$ cat src/rtl/triangle_max_path_sum_defines.svh
// assertion macros for the triangle max path sum block
// expects i_clk and i_rst_n in the scope where a macro is used
`ifndef TRIANGLE_MAX_PATH_SUM_DEFINES_SVH
`define TRIANGLE_MAX_PATH_SUM_DEFINES_SVH

// consequent checked in the same cycle
`define TPMS_ASSERT_NOW(label, ante, cons, msg) \
    label: assert property (@(posedge i_clk) disable iff (!i_rst_n) (ante) |-> (cons)) \
        else $error(msg);

// consequent checked in the cycle after the antecedent
`define TPMS_ASSERT_NEXT(label, ante, cons, msg) \
    label: assert property (@(posedge i_clk) disable iff (!i_rst_n) (ante) |=> (cons)) \
        else $error(msg);

`endif

$ cat src/rtl/tpms_pkg.sv
// shared types and constants for the triangle max path sum block
// no dependencies
package tpms_pkg;

    localparam int SUM_BITS        = 23;
    localparam int ROW_COUNT_BITS  = 8;
    localparam int OUT_TDATA_BITS  = ((SUM_BITS + 7) / 8) * 8;
    localparam int DEF_MAX_ROWS    = 128;
    localparam int DEF_VALUE_BITS  = 16;

    localparam logic [SUM_BITS-1:0] SUM_MAX = {SUM_BITS{1'b1}};

    // control from the row walker to the cell chain
    typedef struct packed {
        logic clear;    // drop the buffered row, triangle finished
        logic push;     // store a new sum at the tail
        logic pop;      // head was consumed, shift toward the head
    } t_chain_ctl;

endpackage

$ cat src/rtl/triangle_max_path_sum.sv
// triangle max path sum, top level: row walker, saturating adder, result register
// depends on tpms_pkg, tpms_chain, tpms_cell and triangle_max_path_sum_defines.svh
//
//  channel   dir  handshake                      payload
//  s_axis    in   s_axis_tvalid / s_axis_tready  tdata: value (VALUE_BITS, zero padded)
//  m_axis    out  m_axis_tvalid / m_axis_tready  tdata: best_sum (23 bits, zero padded)
//  cfg       in   i_cfg_we                       i_cfg_wdata: row_count (8 bits)
//
// one element per cycle while s_axis is not stalled: each element is one add and one
// compare against the head cell of the row buffer chain, which shifts by one once the head is consumed
// a result appears on m_axis the cycle after the last element of the final row
// s_axis stalls only on a triangle's last element while the previous result is unread
// synchronous active-low reset; no clearing pass, the chain holds no valid data after reset
`include "triangle_max_path_sum_defines.svh"

module triangle_max_path_sum #(
    parameter int MAX_ROWS   = tpms_pkg::DEF_MAX_ROWS,
    parameter int VALUE_BITS = tpms_pkg::DEF_VALUE_BITS
) (
    input  logic                                      i_clk,
    input  logic                                      i_rst_n,
    // configuration
    input  logic                                      i_cfg_we,
    input  logic [tpms_pkg::ROW_COUNT_BITS-1:0]       i_cfg_wdata,   // row_count
    // element stream
    input  logic                                      s_axis_tvalid,
    output logic                                      s_axis_tready,
    input  logic [((VALUE_BITS + 7) / 8) * 8-1:0]     s_axis_tdata,  // value
    // result stream
    output logic                                      m_axis_tvalid,
    input  logic                                      m_axis_tready,
    output logic [tpms_pkg::OUT_TDATA_BITS-1:0]       m_axis_tdata   // best_sum
);

    localparam int IDX_W = $clog2(MAX_ROWS);
    localparam int CNT_W = $clog2(MAX_ROWS + 1);
    localparam int CMP_W = (tpms_pkg::ROW_COUNT_BITS > CNT_W) ? tpms_pkg::ROW_COUNT_BITS
                                                               : CNT_W;
    localparam int ADD_W = ((VALUE_BITS > tpms_pkg::SUM_BITS) ? VALUE_BITS
                                                              : tpms_pkg::SUM_BITS) + 1;

    // control state
    logic [IDX_W-1:0]              r_last_idx;   // index of the final row
    logic [IDX_W-1:0]              n_last_idx;
    logic [IDX_W-1:0]              r_row;
    logic [IDX_W-1:0]              n_row;
    logic [IDX_W-1:0]              r_col;
    logic [IDX_W-1:0]              n_col;
    logic [tpms_pkg::SUM_BITS-1:0] r_left;       // previous row sum left of the current column
    logic [tpms_pkg::SUM_BITS-1:0] n_left;
    logic [tpms_pkg::SUM_BITS-1:0] r_max;        // best sum seen in the final row so far
    logic [tpms_pkg::SUM_BITS-1:0] n_max;
    logic                          r_out_valid;
    logic                          n_out_valid;
    logic [tpms_pkg::SUM_BITS-1:0] r_out_sum;
    logic [tpms_pkg::SUM_BITS-1:0] n_out_sum;

    logic                          w_accept;
    logic                          w_row_end;
    logic                          w_last_row;
    logic                          w_done;
    logic                          w_has_above;
    logic [VALUE_BITS-1:0]         w_value;
    logic [tpms_pkg::SUM_BITS-1:0] w_above;
    logic [tpms_pkg::SUM_BITS-1:0] w_parent;
    logic [ADD_W-1:0]              w_wide;
    logic [tpms_pkg::SUM_BITS-1:0] w_sum;
    logic [tpms_pkg::SUM_BITS-1:0] w_new_max;
    logic [CMP_W-1:0]              w_rc_ext;
    logic [CNT_W-1:0]              w_count;
    tpms_pkg::t_chain_ctl          w_ctl;

    // position inside the triangle
    assign w_row_end   = (r_col >= r_row);
    assign w_last_row  = (r_row >= r_last_idx);   // also true if row_count shrank mid-triangle
    assign w_done      = w_row_end && w_last_row;
    assign w_has_above = (r_col < r_row);

    // only the final element can be held up, and only by an unread result
    assign s_axis_tready = !(w_done && r_out_valid && !m_axis_tready);
    assign w_accept      = s_axis_tvalid && s_axis_tready;
    assign w_value       = s_axis_tdata[VALUE_BITS-1:0];

    // best parent: left parent if any, above parent if it exists and is larger
    always_comb begin
        w_parent = (r_col != '0) ? r_left : '0;
        if (w_has_above && (w_above > w_parent)) begin
            w_parent = w_above;
        end
    end

    // saturating add
    assign w_wide    = ADD_W'(w_parent) + ADD_W'(w_value);
    assign w_sum     = (w_wide > ADD_W'(tpms_pkg::SUM_MAX)) ? tpms_pkg::SUM_MAX
                                                            : w_wide[tpms_pkg::SUM_BITS-1:0];
    assign w_new_max = (w_last_row && (w_sum > r_max)) ? w_sum : r_max;

    // row buffer: every element stores its sum, the head is consumed when it had a parent above
    assign w_ctl.clear = w_accept && w_done;
    assign w_ctl.push  = w_accept;
    assign w_ctl.pop   = w_accept && w_has_above;

    tpms_chain #(
        .MAX_ROWS (MAX_ROWS)
    ) u_chain (
        .i_clk   (i_clk),
        .i_rst_n (i_rst_n),
        .i_ctl   (w_ctl),
        .i_sum   (w_sum),
        .o_head  (w_above),
        .o_count (w_count)
    );

    // row count write: zero means one row, large values clamp to the buffer depth
    assign w_rc_ext = CMP_W'(i_cfg_wdata);

    always_comb begin
        n_last_idx = r_last_idx;
        if (i_cfg_we) begin
            if (w_rc_ext == '0) begin
                n_last_idx = '0;
            end else if (w_rc_ext > CMP_W'(MAX_ROWS)) begin
                n_last_idx = IDX_W'(MAX_ROWS - 1);
            end else begin
                n_last_idx = IDX_W'(w_rc_ext - CMP_W'(1));
            end
        end
    end

    // walk through rows and columns
    always_comb begin
        n_row  = r_row;
        n_col  = r_col;
        n_left = r_left;
        n_max  = r_max;
        if (w_accept) begin
            n_left = w_above;
            n_max  = w_new_max;
            if (w_done) begin
                n_row  = '0;
                n_col  = '0;
                n_left = '0;
                n_max  = '0;
            end else if (w_row_end) begin
                n_row  = r_row + IDX_W'(1);
                n_col  = '0;
                n_left = '0;
            end else begin
                n_col  = r_col + IDX_W'(1);
            end
        end
    end

    // result register
    always_comb begin
        n_out_valid = r_out_valid;
        n_out_sum   = r_out_sum;
        if (w_accept && w_done) begin
            n_out_valid = 1'b1;
            n_out_sum   = w_new_max;
        end else if (m_axis_tready) begin
            n_out_valid = 1'b0;
        end
    end

    always_ff @(posedge i_clk) begin
        if (!i_rst_n) begin
            r_last_idx  <= '0;
            r_row       <= '0;
            r_col       <= '0;
            r_left      <= '0;
            r_max       <= '0;
            r_out_valid <= 1'b0;
        end else begin
            r_last_idx  <= n_last_idx;
            r_row       <= n_row;
            r_col       <= n_col;
            r_left      <= n_left;
            r_max       <= n_max;
            r_out_valid <= n_out_valid;
        end
    end

    always_ff @(posedge i_clk) begin
        r_out_sum <= n_out_sum;
    end

    assign m_axis_tvalid = r_out_valid;
    assign m_axis_tdata  = tpms_pkg::OUT_TDATA_BITS'(r_out_sum);

    // the chain holds exactly the previous row while a row is in progress
    `TPMS_ASSERT_NOW(a_count_tracks_row, 1'b1, w_count == CNT_W'(r_row), "chain fill count off")
    `TPMS_ASSERT_NOW(a_col_in_row, 1'b1, r_col <= r_row, "column ran past row end")
    `TPMS_ASSERT_NEXT(a_done_gives_result, w_accept && w_done, r_out_valid, "result not loaded")
    `TPMS_ASSERT_NOW(a_stall_needs_result, !s_axis_tready, r_out_valid, "stall without result")

endmodule

$ cat src/rtl/tpms_cell.sv
// one cell of the row buffer chain: holds one path sum
// depends on tpms_pkg
module tpms_cell (
    input  logic                          i_clk,
    input  logic                          i_load,
    input  logic                          i_shift,
    input  logic [tpms_pkg::SUM_BITS-1:0] i_new,
    input  logic [tpms_pkg::SUM_BITS-1:0] i_next,
    output logic [tpms_pkg::SUM_BITS-1:0] o_sum
);

    logic [tpms_pkg::SUM_BITS-1:0] r_sum;
    logic [tpms_pkg::SUM_BITS-1:0] n_sum;

    always_comb begin
        if (i_load) begin
            n_sum = i_new;
        end else if (i_shift) begin
            n_sum = i_next;
        end else begin
            n_sum = r_sum;
        end
    end

    always_ff @(posedge i_clk) begin
        r_sum <= n_sum;
    end

    assign o_sum = r_sum;

endmodule

$ cat src/rtl/tpms_chain.sv
// row buffer built as a chain of cells, head at cell 0, fill count at the tail
// depends on tpms_pkg and tpms_cell
module tpms_chain #(
    parameter int MAX_ROWS = tpms_pkg::DEF_MAX_ROWS
) (
    input  logic                                i_clk,
    input  logic                                i_rst_n,
    input  tpms_pkg::t_chain_ctl                i_ctl,
    input  logic [tpms_pkg::SUM_BITS-1:0]       i_sum,
    output logic [tpms_pkg::SUM_BITS-1:0]       o_head,
    output logic [$clog2(MAX_ROWS + 1)-1:0]     o_count
);

    localparam int CNT_W = $clog2(MAX_ROWS + 1);

    logic [CNT_W-1:0]              r_count;
    logic [CNT_W-1:0]              n_count;
    logic [CNT_W-1:0]              w_ins;
    logic [tpms_pkg::SUM_BITS-1:0] w_tap [0:MAX_ROWS];

    // tail slot after this cycle's shift
    assign w_ins = i_ctl.pop ? (r_count - CNT_W'(1)) : r_count;

    always_comb begin
        if (i_ctl.clear) begin
            n_count = '0;
        end else if (i_ctl.push && !i_ctl.pop) begin
            n_count = r_count + CNT_W'(1);
        end else if (!i_ctl.push && i_ctl.pop) begin
            n_count = r_count - CNT_W'(1);
        end else begin
            n_count = r_count;
        end
    end

    always_ff @(posedge i_clk) begin
        if (!i_rst_n) begin
            r_count <= '0;
        end else begin
            r_count <= n_count;
        end
    end

    assign w_tap[MAX_ROWS] = '0;

    for (genvar k = 0; k < MAX_ROWS; k++) begin : g_cell
        tpms_cell u_cell (
            .i_clk   (i_clk),
            .i_load  (i_ctl.push && (w_ins == CNT_W'(k))),
            .i_shift (i_ctl.pop),
            .i_new   (i_sum),
            .i_next  (w_tap[k + 1]),
            .o_sum   (w_tap[k])
        );
    end

    assign o_head  = w_tap[0];
    assign o_count = r_count;

endmodule
$ cat config.mk
export PLATFORM = sky130hd
export DESIGN_NAME = triangle_max_path_sum
export DESIGN_NICKNAME = d
export VERILOG_FILES = /design/src/rtl/tpms_pkg.sv /design/src/rtl/triangle_max_path_sum.sv /design/src/rtl/tpms_cell.sv /design/src/rtl/tpms_chain.sv
export VERILOG_INCLUDE_DIRS = /design/src /design/src/rtl
export SDC_FILE = /design/constraint.sdc
export NUM_CORES = 2
export LEC_CHECK = 0
export ABC_CLOCK_PERIOD_IN_PS = 31200
export BUFFER_PORTS_ARGS = -buffer_cell sky130_fd_sc_hd__buf_2
export CAP_MARGIN = 20
export CORE_MARGIN = 3
export CORE_UTILIZATION = 50
export DETAILED_ROUTE_END_ITERATION = 10
export PLACE_DENSITY = 0.65
export SKIP_LAST_GASP = 1
export SYNTH_ARGS = -nofsm -noshare
export SYNTH_HDL_FRONTEND = slang
export SYNTH_HIERARCHICAL = 1
export SYNTH_SLANG_ARGS = --single-unit
export TNS_END_PERCENT = 50
$ cat constraint.sdc
create_clock -name i_clk -period 31.2 [get_ports i_clk]
set_input_delay 0 -clock i_clk [delete_from_list [all_inputs] [get_ports i_clk]]
set_output_delay 0 -clock i_clk [all_outputs]
set_load 0.05 [all_outputs]
* Yosys cells after proc, flatten, opt, wreduce, memory -nomap -nowiden
Cells that the tools add are included.
** Storage, ports and cells
- Flip-flop bits (word level) :: 3043
- Bits of input ports :: 29
- Output and inout bits :: 26
- Logic and storage cells :: 829
** Cells by class
- Add/subtract/negate cells :: 6
- Order comparisons :: 7
- Equality and inequality tests :: 127
- Muxes and demuxes :: 274
- Bitwise logic cells :: 1
- Reduce and logical (&&, ||, !) cells :: 278
** Operators by type and width (number)
- 2-to-1 mux 23 bit :: 263
- == test 8 x 7 -> 1 bit, second input constant :: 64
- nonzero test 2 bit :: 131
- == test 8 x 6 -> 1 bit, second input constant :: 32
- logical AND 1 bit :: 138
- == test 8 x 5 -> 1 bit, second input constant :: 16
- == test 8 x 4 -> 1 bit, second input constant :: 8
- greater-than comparator 23 bit :: 2
- 2-to-1 mux 7 bit :: 6
- == test 8 x 3 -> 1 bit, second input constant :: 4
- adder 23 x 16 -> 24 bit :: 1
- greater-than comparator 24 x 23 -> 1 bit, second input constant :: 1
- 2-to-1 mux 8 bit :: 3
- == test 8 x 2 -> 1 bit, second input constant :: 2
- logical NOT 8 bit :: 2
- adder 7 x 1 -> 7 bit, second input constant :: 2
- >= comparator 7 bit :: 2
- adder 8 x 1 -> 8 bit, second input constant :: 1
- == test 8 x 1 -> 1 bit, second input constant :: 1
- greater-than comparator 8 bit, second input constant :: 1
- subtractor 8 x 1 -> 8 bit, second input constant :: 1
- less-than comparator 7 bit :: 1
- nonzero test 7 bit :: 1
- subtractor 7 x 1 -> 7 bit, second input constant :: 1
- 5 further kinds :: 9

* Longest topological paths before layout
- Depth after elaboration :: 12
- Gate-level depth with buffers :: 40
- Gate-level depth less buffers :: 34

* By module
Netlist, hierarchy kept.
** By module, submodules not included
- tpms_cell :: times used 128, cells an instance 50, area an instance 1078.5 µm², sequential area each 690.7 µm²
- triangle_max_path_sum :: times used 1, cells an instance 818, area an instance 6696.4 µm², sequential area each 2052.0 µm²
- tpms_chain :: times used 1, cells an instance 312, area an instance 1647.8 µm², sequential area each 160.2 µm²

* Least setup slack after synthesis
OpenSTA, ideal clock, no wires.
- Path kind :: register to register
- Start point :: register r_col[0]
- End point :: register r_out_sum[21] (netlist name), data pin
- Library setup time :: 272 ps
- Arrival :: 12470 ps
- Required time :: 30928 ps
- Slack :: 18457 ps
- Stages on the path, launching flop included :: 36
- Path buffers :: 6
- Clock period less this slack :: 12743 ps
- Cells stage by stage :: dfxtp_1 -> inv_1 -> ha_1 -> nand3b_1 -> clkbuf_1 -> clkbuf_1 -> nand2_1 -> ha_1 -> nand2_1 -> nor4_1 -> o21ai_1 -> o211ai_2 -> and2_4 -> buf_6 -> buf_2 -> buf_1 -> nand2_1 -> o21ai_0 -> ha_1 -> and3_1 -> and3_1 -> a22o_1 -> nor3_2 -> nor3_1 -> mux2i_4 -> nor4_1 -> nor4_2 -> ha_1 -> nand4_1 -> nor2_1 -> nor3_1 -> a21oi_1 -> a2111oi_1 -> a211oi_2 -> clkbuf_1 -> mux2_2
** On the way
- Cells in the longest elaborated chain, start to end :: 11
- Elaborated cells on any way between the ends :: 12
- Those cells by class :: add/sub: 1; order compare: 4; mux: 4; reduce/logical: 3
** Ends and longest elaborated chain
- start: declaration :: line triangle_max_path_sum.sv:47 : logic [IDX_W-1:0] r_col;
- start signal: assignment :: line triangle_max_path_sum.sv:177 : r_col <= n_col;
- nonzero test 7 bit :: line triangle_max_path_sum.sv:86 : w_parent = (r_col != '0) ? r_left : '0;
- 2-to-1 mux 23 bit :: line triangle_max_path_sum.sv:86
- greater-than comparator 23 bit :: line triangle_max_path_sum.sv:87 : if (w_has_above && (w_above > w_parent)) begin
- logical AND 1 bit :: line triangle_max_path_sum.sv:87
- 2-to-1 mux 23 bit (*) :: line triangle_max_path_sum.sv:87
- adder 23 x 16 -> 24 bit (*) :: line triangle_max_path_sum.sv:93 : assign w_wide = ADD_W'(w_parent) + ADD_W'(w_value);
- greater-than comparator 24 x 23 -> 1 bit :: line triangle_max_path_sum.sv:94 : assign w_sum = (w_wide > ADD_W'(tpms_pkg::SUM_MAX)) ? tpms_pkg::SUM_MAX
- 2-to-1 mux 23 bit (*) :: line triangle_max_path_sum.sv:94
- via w_sum (one bit) :: line triangle_max_path_sum.sv:67 : logic [tpms_pkg::SUM_BITS-1:0] w_sum;
- greater-than comparator 23 bit (*) :: line triangle_max_path_sum.sv:96 : assign w_new_max = (w_last_row && (w_sum > r_max)) ? w_sum : r_max;
- logical AND 1 bit (*) :: line triangle_max_path_sum.sv:96
- 2-to-1 mux 23 bit (*) :: line triangle_max_path_sum.sv:96
- via w_new_max (one bit) :: line triangle_max_path_sum.sv:68 : logic [tpms_pkg::SUM_BITS-1:0] w_new_max;
- end signal: assignment :: line triangle_max_path_sum.sv:185 : r_out_sum <= n_out_sum;
- end: declaration :: line triangle_max_path_sum.sv:55 : logic [tpms_pkg::SUM_BITS-1:0] r_out_sum;
Mark *: on every way through the listed nets, which the timed path passes. The rest lies on a longest branch.
A chain may end at the register's enable or synchronous reset.

* Final worst setup path
- Start point :: register r_col[0]
- End point :: register r_max[22] (netlist name)
** On the way
- Cells in the longest elaborated chain, start to end :: 12
- Elaborated cells on any way between the ends :: 19
- Those cells by class :: add/sub: 1; order compare: 5; mux: 5; reduce/logical: 8
** Ends and longest elaborated chain
- nonzero test 7 bit :: line triangle_max_path_sum.sv:86
- 2-to-1 mux 23 bit :: line triangle_max_path_sum.sv:86
- greater-than comparator 23 bit :: line triangle_max_path_sum.sv:87
- logical AND 1 bit :: line triangle_max_path_sum.sv:87
- 2-to-1 mux 23 bit (*) :: line triangle_max_path_sum.sv:87
- adder 23 x 16 -> 24 bit (*) :: line triangle_max_path_sum.sv:93
- greater-than comparator 24 x 23 -> 1 bit :: line triangle_max_path_sum.sv:94
- 2-to-1 mux 23 bit (*) :: line triangle_max_path_sum.sv:94
- via w_sum (one bit) :: line triangle_max_path_sum.sv:67
- greater-than comparator 23 bit :: line triangle_max_path_sum.sv:96
- logical AND 1 bit :: line triangle_max_path_sum.sv:96
- 2-to-1 mux 23 bit (*) :: line triangle_max_path_sum.sv:96
- 2-to-1 mux 23 bit (*) :: line triangle_max_path_sum.sv:139 : if (w_done) begin
- end signal: assignment :: line triangle_max_path_sum.sv:179 : r_max <= n_max;
- end: declaration :: line triangle_max_path_sum.sv:51 : logic [tpms_pkg::SUM_BITS-1:0] r_max;
Marks and branches as above.

==> impl_table.tex <==
\begin{tabular}{lr}
\hline
Metric & Value \\
\hline
\multicolumn{2}{l}{\textbf{Setup path}} \\
Category of the critical setup timing path & reg2reg \\
Library cell contributing the largest single delay on the critical path & nor3\_2 \\
Critical path endpoint category & register \\
Startpoint Class & register \\
Slowest Stage Delay on Critical Path & between 600 and 700 ps \\
Count of cells along the worst register-to-register path & 35 \\
Count of buffering cells on the critical path with inverters included & 4 \\
WP data required & roughly 32,000 ps \\
Peak fanout along the critical path & 52 \\
Logic depth of the worst setup path including buffers & 35 \\
Endpoint arrival time on the critical path & between 10,000 and 15,000 ps \\
Worst reg2reg setup slack & approximately 22,000 ps \\
Largest delay contributor family on the critical path & simple AND/OR/NAND/NOR gates \\
\multicolumn{2}{l}{\textbf{Synthesis}} \\
Number of distinct library cell variants in the gate-level netlist after synthesis & between 80 and 90 \\
Post-synth EDFFs & roughly 3.0k \\
Yosys warning total & 6 \\
Post-Syn Area & roughly 150,000 µm² \\
Yosys reg bits & 3,043 \\
Sequential fraction of the synthesis area & 61.9\% \\
Async SR Flop Fraction & 0\% \\
Share of the synthesized netlist area taken by xor and xnor gates & 0.221\% \\
Synth Area in Compound Gates & under 10\% \\
Share of synthesized cell area in full adder, half adder and majority cells & less than 1\% \\
Synthesized instance count & approximately 7.5k \\
Share of synthesized cell area in and, or, nand and nor gates & under 10\% \\
Most used flip-flop cell after synthesis & edfxtp\_1 \\
Mean instance size in the synthesized netlist & about 19 µm² \\
Dominant combinational cell family by area after synthesis & multiplexers \\
Post-synthesis mux area share & between 20\% and 30\% \\
\multicolumn{2}{l}{\textbf{Clock tree}} \\
Clock tree sinks & just over 3k \\
Clock input transition at the sequential cells of the worst setup and hold paths & approximately 60 ps \\
Total clock buffers created by CTS & approximately 330 \\
Count of cells resized by post-cts repair & 0 \\
CTS tree & yes \\
Number of post-CTS setup repair buffers & 0 \\
Maximum clock path buffer count & 4 \\
H-tree depth & 5 \\
Worst-skew pair later-pin latency & 920 ps \\
Clock root cell & clkbuf\_16 \\
\multicolumn{2}{l}{\textbf{Timing}} \\
Number of endpoints with negative hold slack in the final report & 0 \\
Setup Skew & between 50 and 60 ps \\
Slew Limit Fails & 0 \\
Final period demand of the worst path & 9580 ps \\
Unrepaired setup endpoints after global routing & no \\
Worst slew margin relative to its limit & between 20\% and 30\% \\
Setup slack of the critical path after layout & $\sim$22,000 ps \\
Final sum of negative setup slack & 0 ps \\
Total of endpoints with negative setup slack in the final report & 0 \\
Final worst-path cycle share & 30.7\% \\
Least-Margin Pin Slew & between 1000 and 1500 ps \\
Maximum clock frequency & approximately 100 MHz \\
\multicolumn{2}{l}{\textbf{Floorplanning}} \\
Number of rows in the core area & slightly below 200 \\
Initial Utilization & 50.3\% \\
Boundary Pins & 55 \\
Die span in y & 547 µm \\
CORE AREA & 291,000 µm² \\
Full die area & $\sim$300,000 µm² \\
Die boundary width & approximately 550 µm \\
\multicolumn{2}{l}{\textbf{GRT}} \\
Maximum number of pins on one net before global-route repair & between 100 and 150 \\
Antenna violations before repair & 4 \\
Via count of the first global-routing pass & just over 70k \\
Global routing's busiest layer & met2 \\
GRT Resource Usage Total & between 20 and 25\% \\
Met1 usage in global routing & 28.9\% \\
Wire length of the first global-routing pass & $\sim$470,000 µm \\
Met2 global-route usage & about a third \\
Global route total overflow & 0 \\
Met3 Resource Use GR & around 2.5\% \\
\multicolumn{2}{l}{\textbf{Finish}} \\
Area grow syn2layout & 8.76\% \\
Share of cells above drive strength 1 & 48.3\% \\
Post-layout nets & between 7k and 8k \\
Filler cell count in the final layout & between 20k and 25k \\
Count of placed standard cells in the final layout, fillers left out & about 12k \\
Area of the multi-input gates & $\sim$50,000 µm² \\
Sequential Area & $\sim$91,000 µm² \\
Final core utilization & about 55\% \\
\multicolumn{2}{l}{\textbf{Flow run}} \\
Maxcap violations & 0 \\
\multicolumn{2}{l}{\textbf{Route}} \\
Starting DRT DRC Count & about 5.1k \\
Routed wire length & roughly 310,000 µm \\
Routed vias/inst & between 5 and 6 \\
Remaining number of nets flagged by the antenna check after routing & 0 \\
DRC viols & 0 \\
Average routed wire per standard cell & $\sim$26 µm \\
Vias after detailed routing & around 67k \\
Number of optimization iterations in the first detailed-route pass & 7 \\
\multicolumn{2}{l}{\textbf{Place}} \\
Worst setup slack after placement & 21,490 ps \\
RePlAce Congestion & 0.810 \\
Port Buffer Count & between 50 and 60 \\
Final HPWL DP & between 150,000 and 200,000 µm \\
Post-placement cell count & 11.2k \\
\multicolumn{2}{l}{\textbf{Min path}} \\
Worst min-delay path category & in2reg \\
Number of cells traversed by the worst hold path & 6 \\
\multicolumn{2}{l}{\textbf{Pwr}} \\
Leakage & 56.2 nW \\
Total power density per cell area & around 80 nW/µm² \\
Post-layout power & between 10 and 15 mW \\
Worst vdd ir & about 87 µV \\
\multicolumn{2}{l}{\textbf{Outcome}} \\
Run status & finished, final reports clean \\
\hline
\end{tabular}
==> Yosys cell counts, types with 5 or more instances <==
cell / n / area (µm²)
ha_1: 86 / 1080
nand2_1: 140 / 526
buf_6: 132 / 1490
or3_1: 9 / 56.3
buf_1: 10 / 37.5
or2_1: 128 / 801
a21o_1: 13 / 97.6
clkbuf_1: 31 / 116
nand3_1: 33 / 165
nand4_1: 19 / 119
o21a_1: 7 / 52.6
buf_4: 7 / 52.6
or2_2: 28 / 175
a21oi_1: 89 / 445
a22oi_1: 7 / 52.6
nand3b_1: 7 / 52.6
dfxtp_1: 76 / 1520
nor2_1: 180 / 676
o21ai_0: 83 / 415
xor2_1: 14 / 123
edfxtp_1: 2967 / 89100
nor4_1: 8 / 50.1
mux2_2: 519 / 5840
mux2_4: 2432 / 36500
xnor2_1: 23 / 201
inv_1: 57 / 214
and3_1: 9 / 56.3
buf_12: 256 / 5120
nor2b_1: 11 / 68.8
o31ai_1: 6 / 45.0
nor3_1: 16 / 80.1
buf_2: 11 / 55.1
maj3_1: 5 / 50.1
a211oi_1: 5 / 37.5
a22o_1: 24 / 210
nand2b_1: 18 / 113
==> through the flow <==
step / instance area (µm²) / hold slack [ps]
after floorplan: 146000 / 182
after global routing: 159000 / 114
final: 159000 / 43.7
after CTS: 158000 / 18.1
after detailed placement: 147000 / 341
after global placement: 147000 / 344
==> worst paths after layout <==
path	startpoint	to
max	r_col[0]$_SDFFE_PN0P_	r_max[22]$_SDFFE_PN0P_
min	s_axis_tdata[9]	r_out_sum[9]$_DFFE_PP_
max reg2reg	r_col[0]$_SDFFE_PN0P_	r_max[22]$_SDFFE_PN0P_
min reg2reg	r_left[0]$_SDFFE_PN0P_	r_left[0]$_SDFFE_PN0P_
==> cell usage in the layout, fill, tap and decap left out, types with 8 or more instances in the layout <==
master         count
mux2_4          2432
nor2b_1           11
or2_1            128
nor4_1             8
or2_2             13
nor2_1            52
a21oi_1           89
mux2_2           519
nor3_1            15
clkinv_1          68
buf_2             53
nor2_2            70
dfxtp_1           76
a21o_1            12
nand3_1           33
edfxtp_1        2967
bufinv_16         22
clkinv_2          53
xnor2_1           23
nand2b_1          14
clkbuf_1          70
xor2_1            14
buf_4            159
clkinv_16          9
buf_8             19
o21ai_0           83
ha_1              86
nor2_4            58
nand2_1          139
buf_16            52
clkbuf_16        332
dlygate4sd3_1     42
and3_1             8
nand4_1           19
or3_1              9
inv_1             57
conb_1            24
a22o_1            24
or2_4             15
==> power breakdown <==
part,internal [mW],total (mW),switching [mW]
sequential,5.46,5.69,0.230
clock,2.15,3.77,1.62
combinational,1.13,3.19,2.06
==> per-layer routing <==
layer	wire, µm	up-vias
li1	-	29500
met1	141000	35600
met2	148000	1483
met3	13000	405
met4	6790	0
met5	0	-
==> sequential cells by signal, indices dropped and copies added (netlist names) <==
register,flops
r_last_idx,7
m_axis_tvalid,1
u_chain/g_cell.u_cell/o_sum,2944
u_chain/o_count,8
r_out_sum,23
r_left,23
r_max,23
r_col,7
r_row,7
==> cell type report <==
class	count	area share [%]
Multi-Input combinational cell	4003	31.1
Inverter	59	0.139
Antenna cell	3	0.00471
Tap cell	3900	3.06
Timing Repair Buffer	329	2.31
Clock buffer	402	5.38
Clock inverter	175	1.10
Sequential cell	3043	56.9
==> worst register-to-register path: cells and delay by family (launching register included) <==
family                   cells  cell delay [ps]
AND/OR/NAND/NOR             14             3410
AO/OA/AOI/OAI               11             2760
adder cells (fa/ha/maj)      4             1430
buffers and inverters        4              820
multiplexers                 1              560
flip-flops                   1              390
XOR/XNOR                     1              110
==> kinds of logic after synthesis <==
group / Yosys count
flip-flops: 3043
multiplexers: 2955
AND/OR/NAND/NOR: 629
buffers and inverters: 506
AO/OA/AOI/OAI: 266
adder cells (fa/ha/maj): 92
XOR/XNOR: 37
other: 2
==> what timing repair did <==
| item | CTS | global route |
|---|---|---|
| hold endpoints to repair | 68 | 0 |
| endpoints found under the setup margin | 0 | 0 |
| hold buffers | 42 | 0 |
(Power assumes the default switching activity.)
